==> src/sv/ftprlf_pkg.sv <==
package ftprlf_pkg;

	// control characters and reply digits
	localparam logic [7:0] CH_NUL = 8'h00;
	localparam logic [7:0] CH_LF = 8'h0A;
	localparam logic [7:0] CH_CR = 8'h0D;
	localparam logic [7:0] CH_SP = 8'h20;
	localparam logic [7:0] CH_ONE = 8'h31;
	localparam logic [7:0] CH_THREE = 8'h33;

	localparam int LIMIT_W = 12;
	localparam logic [LIMIT_W-1:0] LIMIT_RESET = 12'd2049;

	// one result beat
	typedef struct packed {
		logic [7:0] chr;
		logic       valid;
		logic       line_end;
		logic       reply_end;
		logic [7:0] lead;
		logic       err;
		logic       last;
	} res_t;

	// all results caused by one byte, in order
	typedef struct packed {
		logic [1:0] count;
		res_t       res0;
		res_t       res1;
	} step_t;

endpackage

==> src/sv/ftprlf_line_track.sv <==
module ftprlf_line_track (
	input  logic                          clk,
	input  logic                          arst_n,
	input  logic                          cfg_we,
	input  logic [ftprlf_pkg::LIMIT_W-1:0] cfg_data,
	input  logic                          fire,
	input  logic [7:0]                    rx_byte,
	output ftprlf_pkg::step_t             step
);

	logic [ftprlf_pkg::LIMIT_W-1:0] limit_q;
	logic                           prev_cr_q;
	logic                           cr_held_q;
	logic [ftprlf_pkg::LIMIT_W-1:0] line_len_q;
	logic                           in_first_q;
	logic [23:0]                    first_code_q;
	logic                           first_long_q;
	logic [31:0]                    line_head_q;

	logic                           lf_end;
	logic                           is_nul;
	logic                           is_cr;
	logic                           store;
	logic [ftprlf_pkg::LIMIT_W-1:0] stripped;
	logic [7:0]                     fourth;
	logic                           over;
	logic [7:0]                     lead;
	logic                           err;
	logic [31:0]                    head_n;
	ftprlf_pkg::res_t               r_end;
	ftprlf_pkg::res_t               r_cr;
	ftprlf_pkg::res_t               r_chr;

	// byte classification
	assign is_nul = (rx_byte == ftprlf_pkg::CH_NUL);
	assign is_cr = (rx_byte == ftprlf_pkg::CH_CR);
	assign lf_end = (rx_byte == ftprlf_pkg::CH_LF) && prev_cr_q;
	assign store = !lf_end && !is_nul && (line_len_q < limit_q);

	// line end judgement
	assign stripped = line_len_q - {{(ftprlf_pkg::LIMIT_W-1){1'b0}}, cr_held_q};
	assign fourth = line_head_q[31:24];

	always_comb begin
		if (in_first_q) begin
			over = (stripped < 12'd4) || (fourth == ftprlf_pkg::CH_SP);
			lead = (stripped != '0) ? line_head_q[7:0] : 8'h00;
		end else begin
			over = !first_long_q ||
				((fourth == ftprlf_pkg::CH_SP) && (line_head_q[23:0] == first_code_q));
			lead = first_code_q[7:0];
		end
		if (!over) begin
			lead = 8'h00;
		end
		err = over && ((lead < ftprlf_pkg::CH_ONE) || (lead > ftprlf_pkg::CH_THREE));
	end

	// head bytes of the current line
	always_comb begin
		head_n = line_head_q;
		for (int i = 0; i < 4; i++) begin
			if (line_len_q == 12'(i)) begin
				head_n[8*i +: 8] = rx_byte;
			end
		end
	end

	// result beats
	always_comb begin
		r_end = '0;
		r_end.line_end = 1'b1;
		r_end.reply_end = over;
		r_end.lead = lead;
		r_end.err = err;
		r_end.last = 1'b1;

		r_cr = '0;
		r_cr.chr = ftprlf_pkg::CH_CR;
		r_cr.valid = 1'b1;
		r_cr.last = is_cr;

		r_chr = '0;
		r_chr.chr = rx_byte;
		r_chr.valid = 1'b1;
		r_chr.last = 1'b1;

		step = '0;
		if (lf_end) begin
			step.count = 2'd1;
			step.res0 = r_end;
		end else if (store) begin
			if (cr_held_q) begin
				step.res0 = r_cr;
				step.res1 = r_chr;
				step.count = is_cr ? 2'd1 : 2'd2;
			end else if (!is_cr) begin
				step.res0 = r_chr;
				step.count = 2'd1;
			end
		end
	end

	// configuration register
	always_ff @(posedge clk or negedge arst_n) begin
		if (!arst_n) begin
			limit_q <= ftprlf_pkg::LIMIT_RESET;
		end else if (cfg_we) begin
			limit_q <= cfg_data;
		end
	end

	// line and reply state
	always_ff @(posedge clk or negedge arst_n) begin
		if (!arst_n) begin
			prev_cr_q <= 1'b0;
			cr_held_q <= 1'b0;
			line_len_q <= '0;
			in_first_q <= 1'b1;
			first_code_q <= '0;
			first_long_q <= 1'b0;
			line_head_q <= '0;
		end else if (fire) begin
			if (lf_end) begin
				prev_cr_q <= 1'b0;
				cr_held_q <= 1'b0;
				line_len_q <= '0;
				line_head_q <= '0;
				if (over) begin
					in_first_q <= 1'b1;
					first_code_q <= '0;
					first_long_q <= 1'b0;
				end else if (in_first_q) begin
					in_first_q <= 1'b0;
					first_code_q <= line_head_q[23:0];
					first_long_q <= 1'b1;
				end
			end else if (is_nul) begin
				prev_cr_q <= 1'b0;
			end else begin
				prev_cr_q <= is_cr;
				if (store) begin
					line_head_q <= head_n;
					line_len_q <= line_len_q + 12'd1;
					cr_held_q <= is_cr;
				end
			end
		end
	end

endmodule

==> src/sv/ftp_reply_line_framer_core.sv <==
// channel  | handshake              | payload
// rx       | rx_valid / rx_ready    | rx_byte
// out      | out_valid / out_ready  | out_byte, byte_valid, line_end, reply_end,
//          |                        | reply_lead, reply_error, last_of_run
// cfg      | cfg_valid / cfg_ready  | cfg_data (line_char_limit)
//
// one byte per cycle unless the output stalls: input register, then one pass
// of compare logic into the output register; a two-beat byte (held cr plus a
// character) holds off the next byte till both beats leave the single output port
// arst_n clears all control state, limit resets to 2049
// a stalled output holds its beat while one more byte waits in the input register
// cfg_ready is always high
module ftp_reply_line_framer_core (
	input  logic        clk,
	input  logic        arst_n,
	input  logic        rx_valid,
	output logic        rx_ready,
	input  logic [7:0]  rx_byte,
	output logic        out_valid,
	input  logic        out_ready,
	output logic [7:0]  out_byte,
	output logic        byte_valid,
	output logic        line_end,
	output logic        reply_end,
	output logic [7:0]  reply_lead,
	output logic        reply_error,
	output logic        last_of_run,
	input  logic        cfg_valid,
	output logic        cfg_ready,
	input  logic [11:0] cfg_data
);

	logic              valid_s1;
	logic [7:0]        byte_s1;
	logic              fire;
	logic              can_take;
	logic              out_valid_q;
	ftprlf_pkg::res_t  out_q;
	logic              pend_valid_q;
	ftprlf_pkg::res_t  pend_q;
	ftprlf_pkg::step_t step;

	assign cfg_ready = 1'b1;

	// queue must be free after this cycle before a byte is processed
	assign can_take = !pend_valid_q && (!out_valid_q || out_ready);
	assign fire = valid_s1 && can_take;
	assign rx_ready = !valid_s1 || fire;

	// input register
	always_ff @(posedge clk or negedge arst_n) begin
		if (!arst_n) begin
			valid_s1 <= 1'b0;
		end else if (rx_valid && rx_ready) begin
			valid_s1 <= 1'b1;
		end else if (fire) begin
			valid_s1 <= 1'b0;
		end
	end

	always_ff @(posedge clk) begin
		if (rx_valid && rx_ready) begin
			byte_s1 <= rx_byte;
		end
	end

	ftprlf_line_track u_track (
		.clk     (clk),
		.arst_n  (arst_n),
		.cfg_we  (cfg_valid && cfg_ready),
		.cfg_data(cfg_data),
		.fire    (fire),
		.rx_byte (byte_s1),
		.step    (step)
	);

	// output register and pending second beat
	always_ff @(posedge clk or negedge arst_n) begin
		if (!arst_n) begin
			out_valid_q <= 1'b0;
			pend_valid_q <= 1'b0;
		end else if (fire && (step.count != 2'd0)) begin
			out_valid_q <= 1'b1;
			pend_valid_q <= (step.count == 2'd2);
		end else if (out_valid_q && out_ready) begin
			out_valid_q <= pend_valid_q;
			pend_valid_q <= 1'b0;
		end
	end

	always_ff @(posedge clk) begin
		if (fire && (step.count != 2'd0)) begin
			out_q <= step.res0;
			pend_q <= step.res1;
		end else if (out_valid_q && out_ready && pend_valid_q) begin
			out_q <= pend_q;
		end
	end

	assign out_valid = out_valid_q;
	assign out_byte = out_q.chr;
	assign byte_valid = out_q.valid;
	assign line_end = out_q.line_end;
	assign reply_end = out_q.reply_end;
	assign reply_lead = out_q.lead;
	assign reply_error = out_q.err;
	assign last_of_run = out_q.last;

`ifndef SYNTHESIS
	// a pending beat always sits behind a shown one
	a_pend_behind_out: assert property (@(posedge clk) disable iff (!arst_n)
		pend_valid_q |-> out_valid_q)
		else $error("pending beat without output beat");

	// a byte is never processed over a pending beat
	a_no_overrun: assert property (@(posedge clk) disable iff (!arst_n)
		pend_valid_q |-> !fire)
		else $error("byte processed while second beat pending");

	// a two-beat byte leaves its second beat pending
	a_pair_pending: assert property (@(posedge clk) disable iff (!arst_n)
		(fire && (step.count == 2'd2)) |=> (pend_valid_q && out_valid_q && !last_of_run))
		else $error("second beat of a pair lost");
`endif

endmodule

==> config.mk <==
export PLATFORM = sky130hd
export DESIGN_NAME = ftp_reply_line_framer_core
export DESIGN_NICKNAME = d
export VERILOG_FILES = /design/src/sv/ftprlf_pkg.sv /design/src/sv/ftprlf_line_track.sv /design/src/sv/ftp_reply_line_framer_core.sv
export SDC_FILE = /design/constraint.sdc
export NUM_CORES = 1
export LEC_CHECK = 0
export ABC_CLOCK_PERIOD_IN_PS = 10110
export BUFFER_PORTS_ARGS = -buffer_cell sky130_fd_sc_hd__buf_4
export CAP_MARGIN = 20
export CORE_UTILIZATION = 39
export CTS_BUF_LIST = sky130_fd_sc_hd__clkbuf_4
export DETAILED_ROUTE_END_ITERATION = 8
export PLACE_DENSITY = 0.57
export SETUP_SLACK_MARGIN = 0.4
export SLEW_MARGIN = 15
export SYNTH_ARGS = -nofsm -noshare
export SYNTH_HDL_FRONTEND = slang
export SYNTH_HIERARCHICAL = 1
export SYNTH_SLANG_ARGS = --single-unit
==> constraint.sdc <==
create_clock -name clk -period 10.11 [get_ports clk]
set_input_delay 0 -clock clk [delete_from_list [all_inputs] [get_ports clk]]
set_output_delay 0 -clock clk [all_outputs]
set_load 0.01 [all_outputs]
# After elaboration in Yosys (flattened, before gate mapping)
# Index checks and enable logic that the tools add are counted.
# op_classes
n_addsub,2
n_lt_le_gt_ge,4
eq_ne,9
n_mux,38
bitwise_logic,2
n_reduce_logical,44
# ops
operator,count
$mux 32,3
$mux 21,3
$mux 8,7
$mux 24,2
$mux 23,2
$mux 44,1
$mux 12,3
$eq 12x2->1 const B,2
$eq 24x24->1,1
$mux 22,1
$reduce_bool 2->1,10
$eq 8x4->1 const B,2
$reduce_and 4->1,4
$mux 1,15
$add 12x1->12 const B,1
$eq 12x1->1 const B,1
$logic_not 12->1,1
$lt 12x12->1,1
$lt 12x3->1 const B,1
$reduce_bool 12->1,1
$sub 12x1->12,1
$logic_and 1x1->1,11
$eq 8x6->1 const B,1
$gt 8x6->1 const B,1
other kinds (12),23
# word_totals
regBits,137
input_bits,25
out_inout_bits,24
wordCells,128

# Longest topological paths before layout
# depth
depth_word,12
depth_mapped,15
mapped_depth_nobuf,11

# Cells and area by module
# Netlist, hierarchy kept.
# modules_own_cells
mod,instances,cells_each,area_per_inst_um2,seq_area_each_um2
ftprlf_line_track,1,575,5291.3,2105.8
ftp_reply_line_framer_core,1,92,1956.9,1576.5

# Worst setup path after synthesis
# Ideal clock, no wire load.
# synth_path
path_kind,reg2reg
start,register u_track/line_len_q[4] (netlist bit)
end,"register out_q, in the netlist byte_valid, enable pin"
setup_ns,0.356
arrival_ns,3.262
required_ns,9.754
slack_ns,6.492
path_stages_with_launch,15
path_buffers,4
synth_period_minus_slack_ns,3.618
path_cell_list,dfrtp_1 ha_1 and4_1 a41oi_1 o21ai_1 o211a_1 clkbuf_1 buf_2 nor2_1 a21o_1 buf_4 nor2_1 nor4b_4 buf_6 a31o_2
# synth_rtl
element,line_no,text
from (decl),ftprlf_line_track.sv:14,logic [ftprlf_pkg::LIMIT_W-1:0] line_len_q;
from (signal assigned),ftprlf_line_track.sv:144,line_len_q <= line_len_q + 12'd1;
to (signal assigned),ftp_reply_line_framer_core.sv:93,out_q <= step.res0;
to (signal assigned),ftp_reply_line_framer_core.sv:96,out_q <= pend_q;
to (decl),ftp_reply_line_framer_core.sv:38,ftprlf_pkg::res_t out_q;

==> flow_metrics.tcl <==
set metrics [dict create \
    status "finished, final reports clean" \
    tritoncts.num_buffers 17 \
    critPathKind "reg2reg" \
    area_delta_synth_final_pct 16.4 \
    fin_crit_sh 0.422 \
    grt_max_degree 66 \
    yosys.area.top_type "dfrtp_1" \
    cp_max_fo 44 \
    skew_ps 24.4 \
    clk_latency_ps 580 \
    critPathMaxStageDelay_ps 570 \
    avgSynthCellArea_sq_um 10.9 \
    slew_headroom 0.423 \
    drt_iter0_markers 371 \
    design_area_sq_um 8440 \
    ys_seq_area_frac 0.508 \
    nFillCells 1651 \
    gp_congestion 0.853 \
    syn_inst 667 \
    cts.sinks 137 \
    ys_ff_latch 137 \
    path_buf_inv 1 \
    r2r_start "u_track/line_len_q[8]" \
    critical_path_arrival_ps 4490 \
    synth_edf_count 50 \
    async_reset_ff_frac 0.635 \
    antenna_found_initial 1 \
    via_per_inst 5.30 \
    vias 5261 \
    crit_slowest_cell "o211a_1" \
    htree_num_levels 4 \
    hp-class "in2reg" \
    min_from "rx_byte[1]" \
    power_density_nw_per_um2 116 \
    ys.warnings.count 6 \
    clk_path_buf_depth 2 \
    num_io_pins 49 \
    syn_area_sq_um 7250 \
    postRouteAntennaNets 0 \
    grtUsageTotal 0.191 \
    hpwl_mm 11.4 \
    place_area_sq_um 7680 \
    fin_crit_ps 4270 \
    worstMarginPinSlew_ps 865 \
    port_buffers 47 \
    rsz0062_at_grt "no" \
    crit_path_end_kind "register" \
    worstSetupStartpoint "u_track/line_len_q[8]" \
    synth_top_area_share 0.290 \
    multiInputGateArea_sq_um 3110 \
    dieWidth_um 138 \
    layout-drive-gt1-share 0.182 \
    drv_cap 0 \
    layout.nets 794 \
    power_leakage_nw 3.65 \
    die_y_um 138 \
    drc 0 \
    tns_ps 0 \
    crit_path_start_kind "register" \
    final-setup-viol-count 0 \
    ys_top_cells_by_count "nand2_1 (95), dfrtp_1 (84), edfxtp_1 (50), inv_1 (50), mux2i_1 (48)" \
    cts_resized 0 \
    core_area_sq_um 18100 \
    cts_tree "built" \
    cp_cell_sequence "ha_1 > and4_1 > a41oi_1 > o21ai_1 > o211a_1 > nor3_1 > and2_1 > nor2_1 > nor4b_4 > buf_4 > a31o_2" \
    clk_pin_slew_worst_paths_ps 130 \
    die_area_sq_um 19100 \
    routedWlPerCell_um 17.5 \
    required_ps 10330 \
    regArea_sq_um 3680 \
    fmax_ghz 0.234 \
    grt_overflow_total 0 \
    yosysMostFrequentCell "nand2_1" \
    first_global_vias 5284 \
    cts_root_buf "clkbuf_4" \
    synthFlopType "dfrtp_1" \
    first_pass_iters 7 \
    rows 49 \
    fin_util 0.467 \
    yosysUniqueCellTypes 77 \
    grt_pass1_wl_mm 28.2 \
    hold_viol_final 0 \
    wirelength_mm 17.4 \
    start_util 0.401 \
    cpLargestDelayFamily "compound AO/OA/AOI/OAI gates" \
    report.final.slew_viol_count 0 \
    yosys-top-cells-area "dfrtp_1 (29%), edfxtp_1 (21%), mux2i_1 (6.6%), nand2_1 (4.9%), mux2_2 (3.6%)" \
    peakVddDrop_mv 0.0541 \
]
==> through the flow <==
step,setup WS (ps),hold WS [ps],instances,power (mW)
floorplan,6490,-296,677,0.625
global placement,6040,-80.5,910,0.645
detailed placement,5870,-73.7,910,0.646
CTS,5870,96.3,991,0.992
global route,5500,116,993,1.02
finish,5840,143,993,0.981
==> worst paths after layout <==
check / to / slack, ps / cells after the start
worst max-delay path: reply_lead[1] / 5840 / 11
worst min register to register: u_track/prev_cr_q / 520 / 1
worst max register to register: reply_lead[1] / 5840 / 11
max in group asynchronous: u_track/first_code_q[1] / 8790 / 4
min in group asynchronous: u_track/line_head_q[24] / 460 / 4
worst min-delay path: byte_s1[1] / 140 / 2
==> cell usage in the layout (no fill, tap or decap), types with 6 or more instances in the layout <==
cell type and n:
nand2_1 95, dfrtp_1 84, buf_4 53, edfxtp_1 50, inv_1 50, dlygate4sd3_1 48, mux2i_1 48, nor2_1 28
xnor2_1 24, mux2_2 23, ha_1 20, clkbuf_4 19, nand4_1 16, o21ai_0 15, conb_1 12, nor3_1 12
nor4_1 11, nand3_1 11, o211ai_1 10, a32oi_1 8, a21oi_1 7, o311ai_1 7, and2_1 6, inv_6 6
clkinvlp_4 6, a2bb2oi_1 6
==> where the power goes <==
part / switching (mW) / internal (mW)
clock network: 0.220 / 0.108
logic: 0.0401 / 0.0330
registers: 0.00159 / 0.579
==> registers in the layout (all words and copies together) (netlist names), 8 cells and up <==
| signal | cells |
|---|---|
| reply_lead | 8 |
| u_track/line_len_q | 12 |
| pend_q | 21 |
| u_track/limit_q | 12 |
| out_byte | 8 |
| u_track/first_code_q | 24 |
| byte_s1 | 8 |
| u_track/line_head_q | 32 |
==> metal layers <==
| metal | vias up | track usage | wire length [um] |
|---|---|---|---|
| li1 | 2521 | - | - |
| met1 | 2588 | 0.255 | 8050 |
| met2 | 129 | 0.306 | 8320 |
| met3 | 23 | 0.0364 | 674 |
| met4 | 0 | 0.0787 | 355 |
| met5 | - | 0 | 0 |
==> logic make-up (layout without fill, tap and decap cells) <==
kind of cell	count (synthesis)	count (layout)	synth area share
AND/OR/NAND/NOR	222	222	0.165
flip-flops	137	137	0.508
buffers and inverters	104	189	0.0703
AO/OA/AOI/OAI	86	86	0.0884
multiplexers	72	72	0.104
XOR/XNOR	24	24	0.0290
adder cells (fa/ha/maj)	20	20	0.0345
other	2	14	0.00104
==> area by class of cell <==
cell class,count,area share
multi-input cells,436,0.368
clock inverters,13,0.0129
flip-flops and latches,137,0.436
diodes,2,0.000593
clock buffers,19,0.0169
repair buffers,102,0.106
well taps,229,0.0340
inverters,55,0.0245
==> timing repair <==
item,in CTS,in global routing
hold endpoints to repair,115,0
hold buffers,49,0
buffers inserted,0,0
No activity file was read; power rests on OpenSTA's default activity.
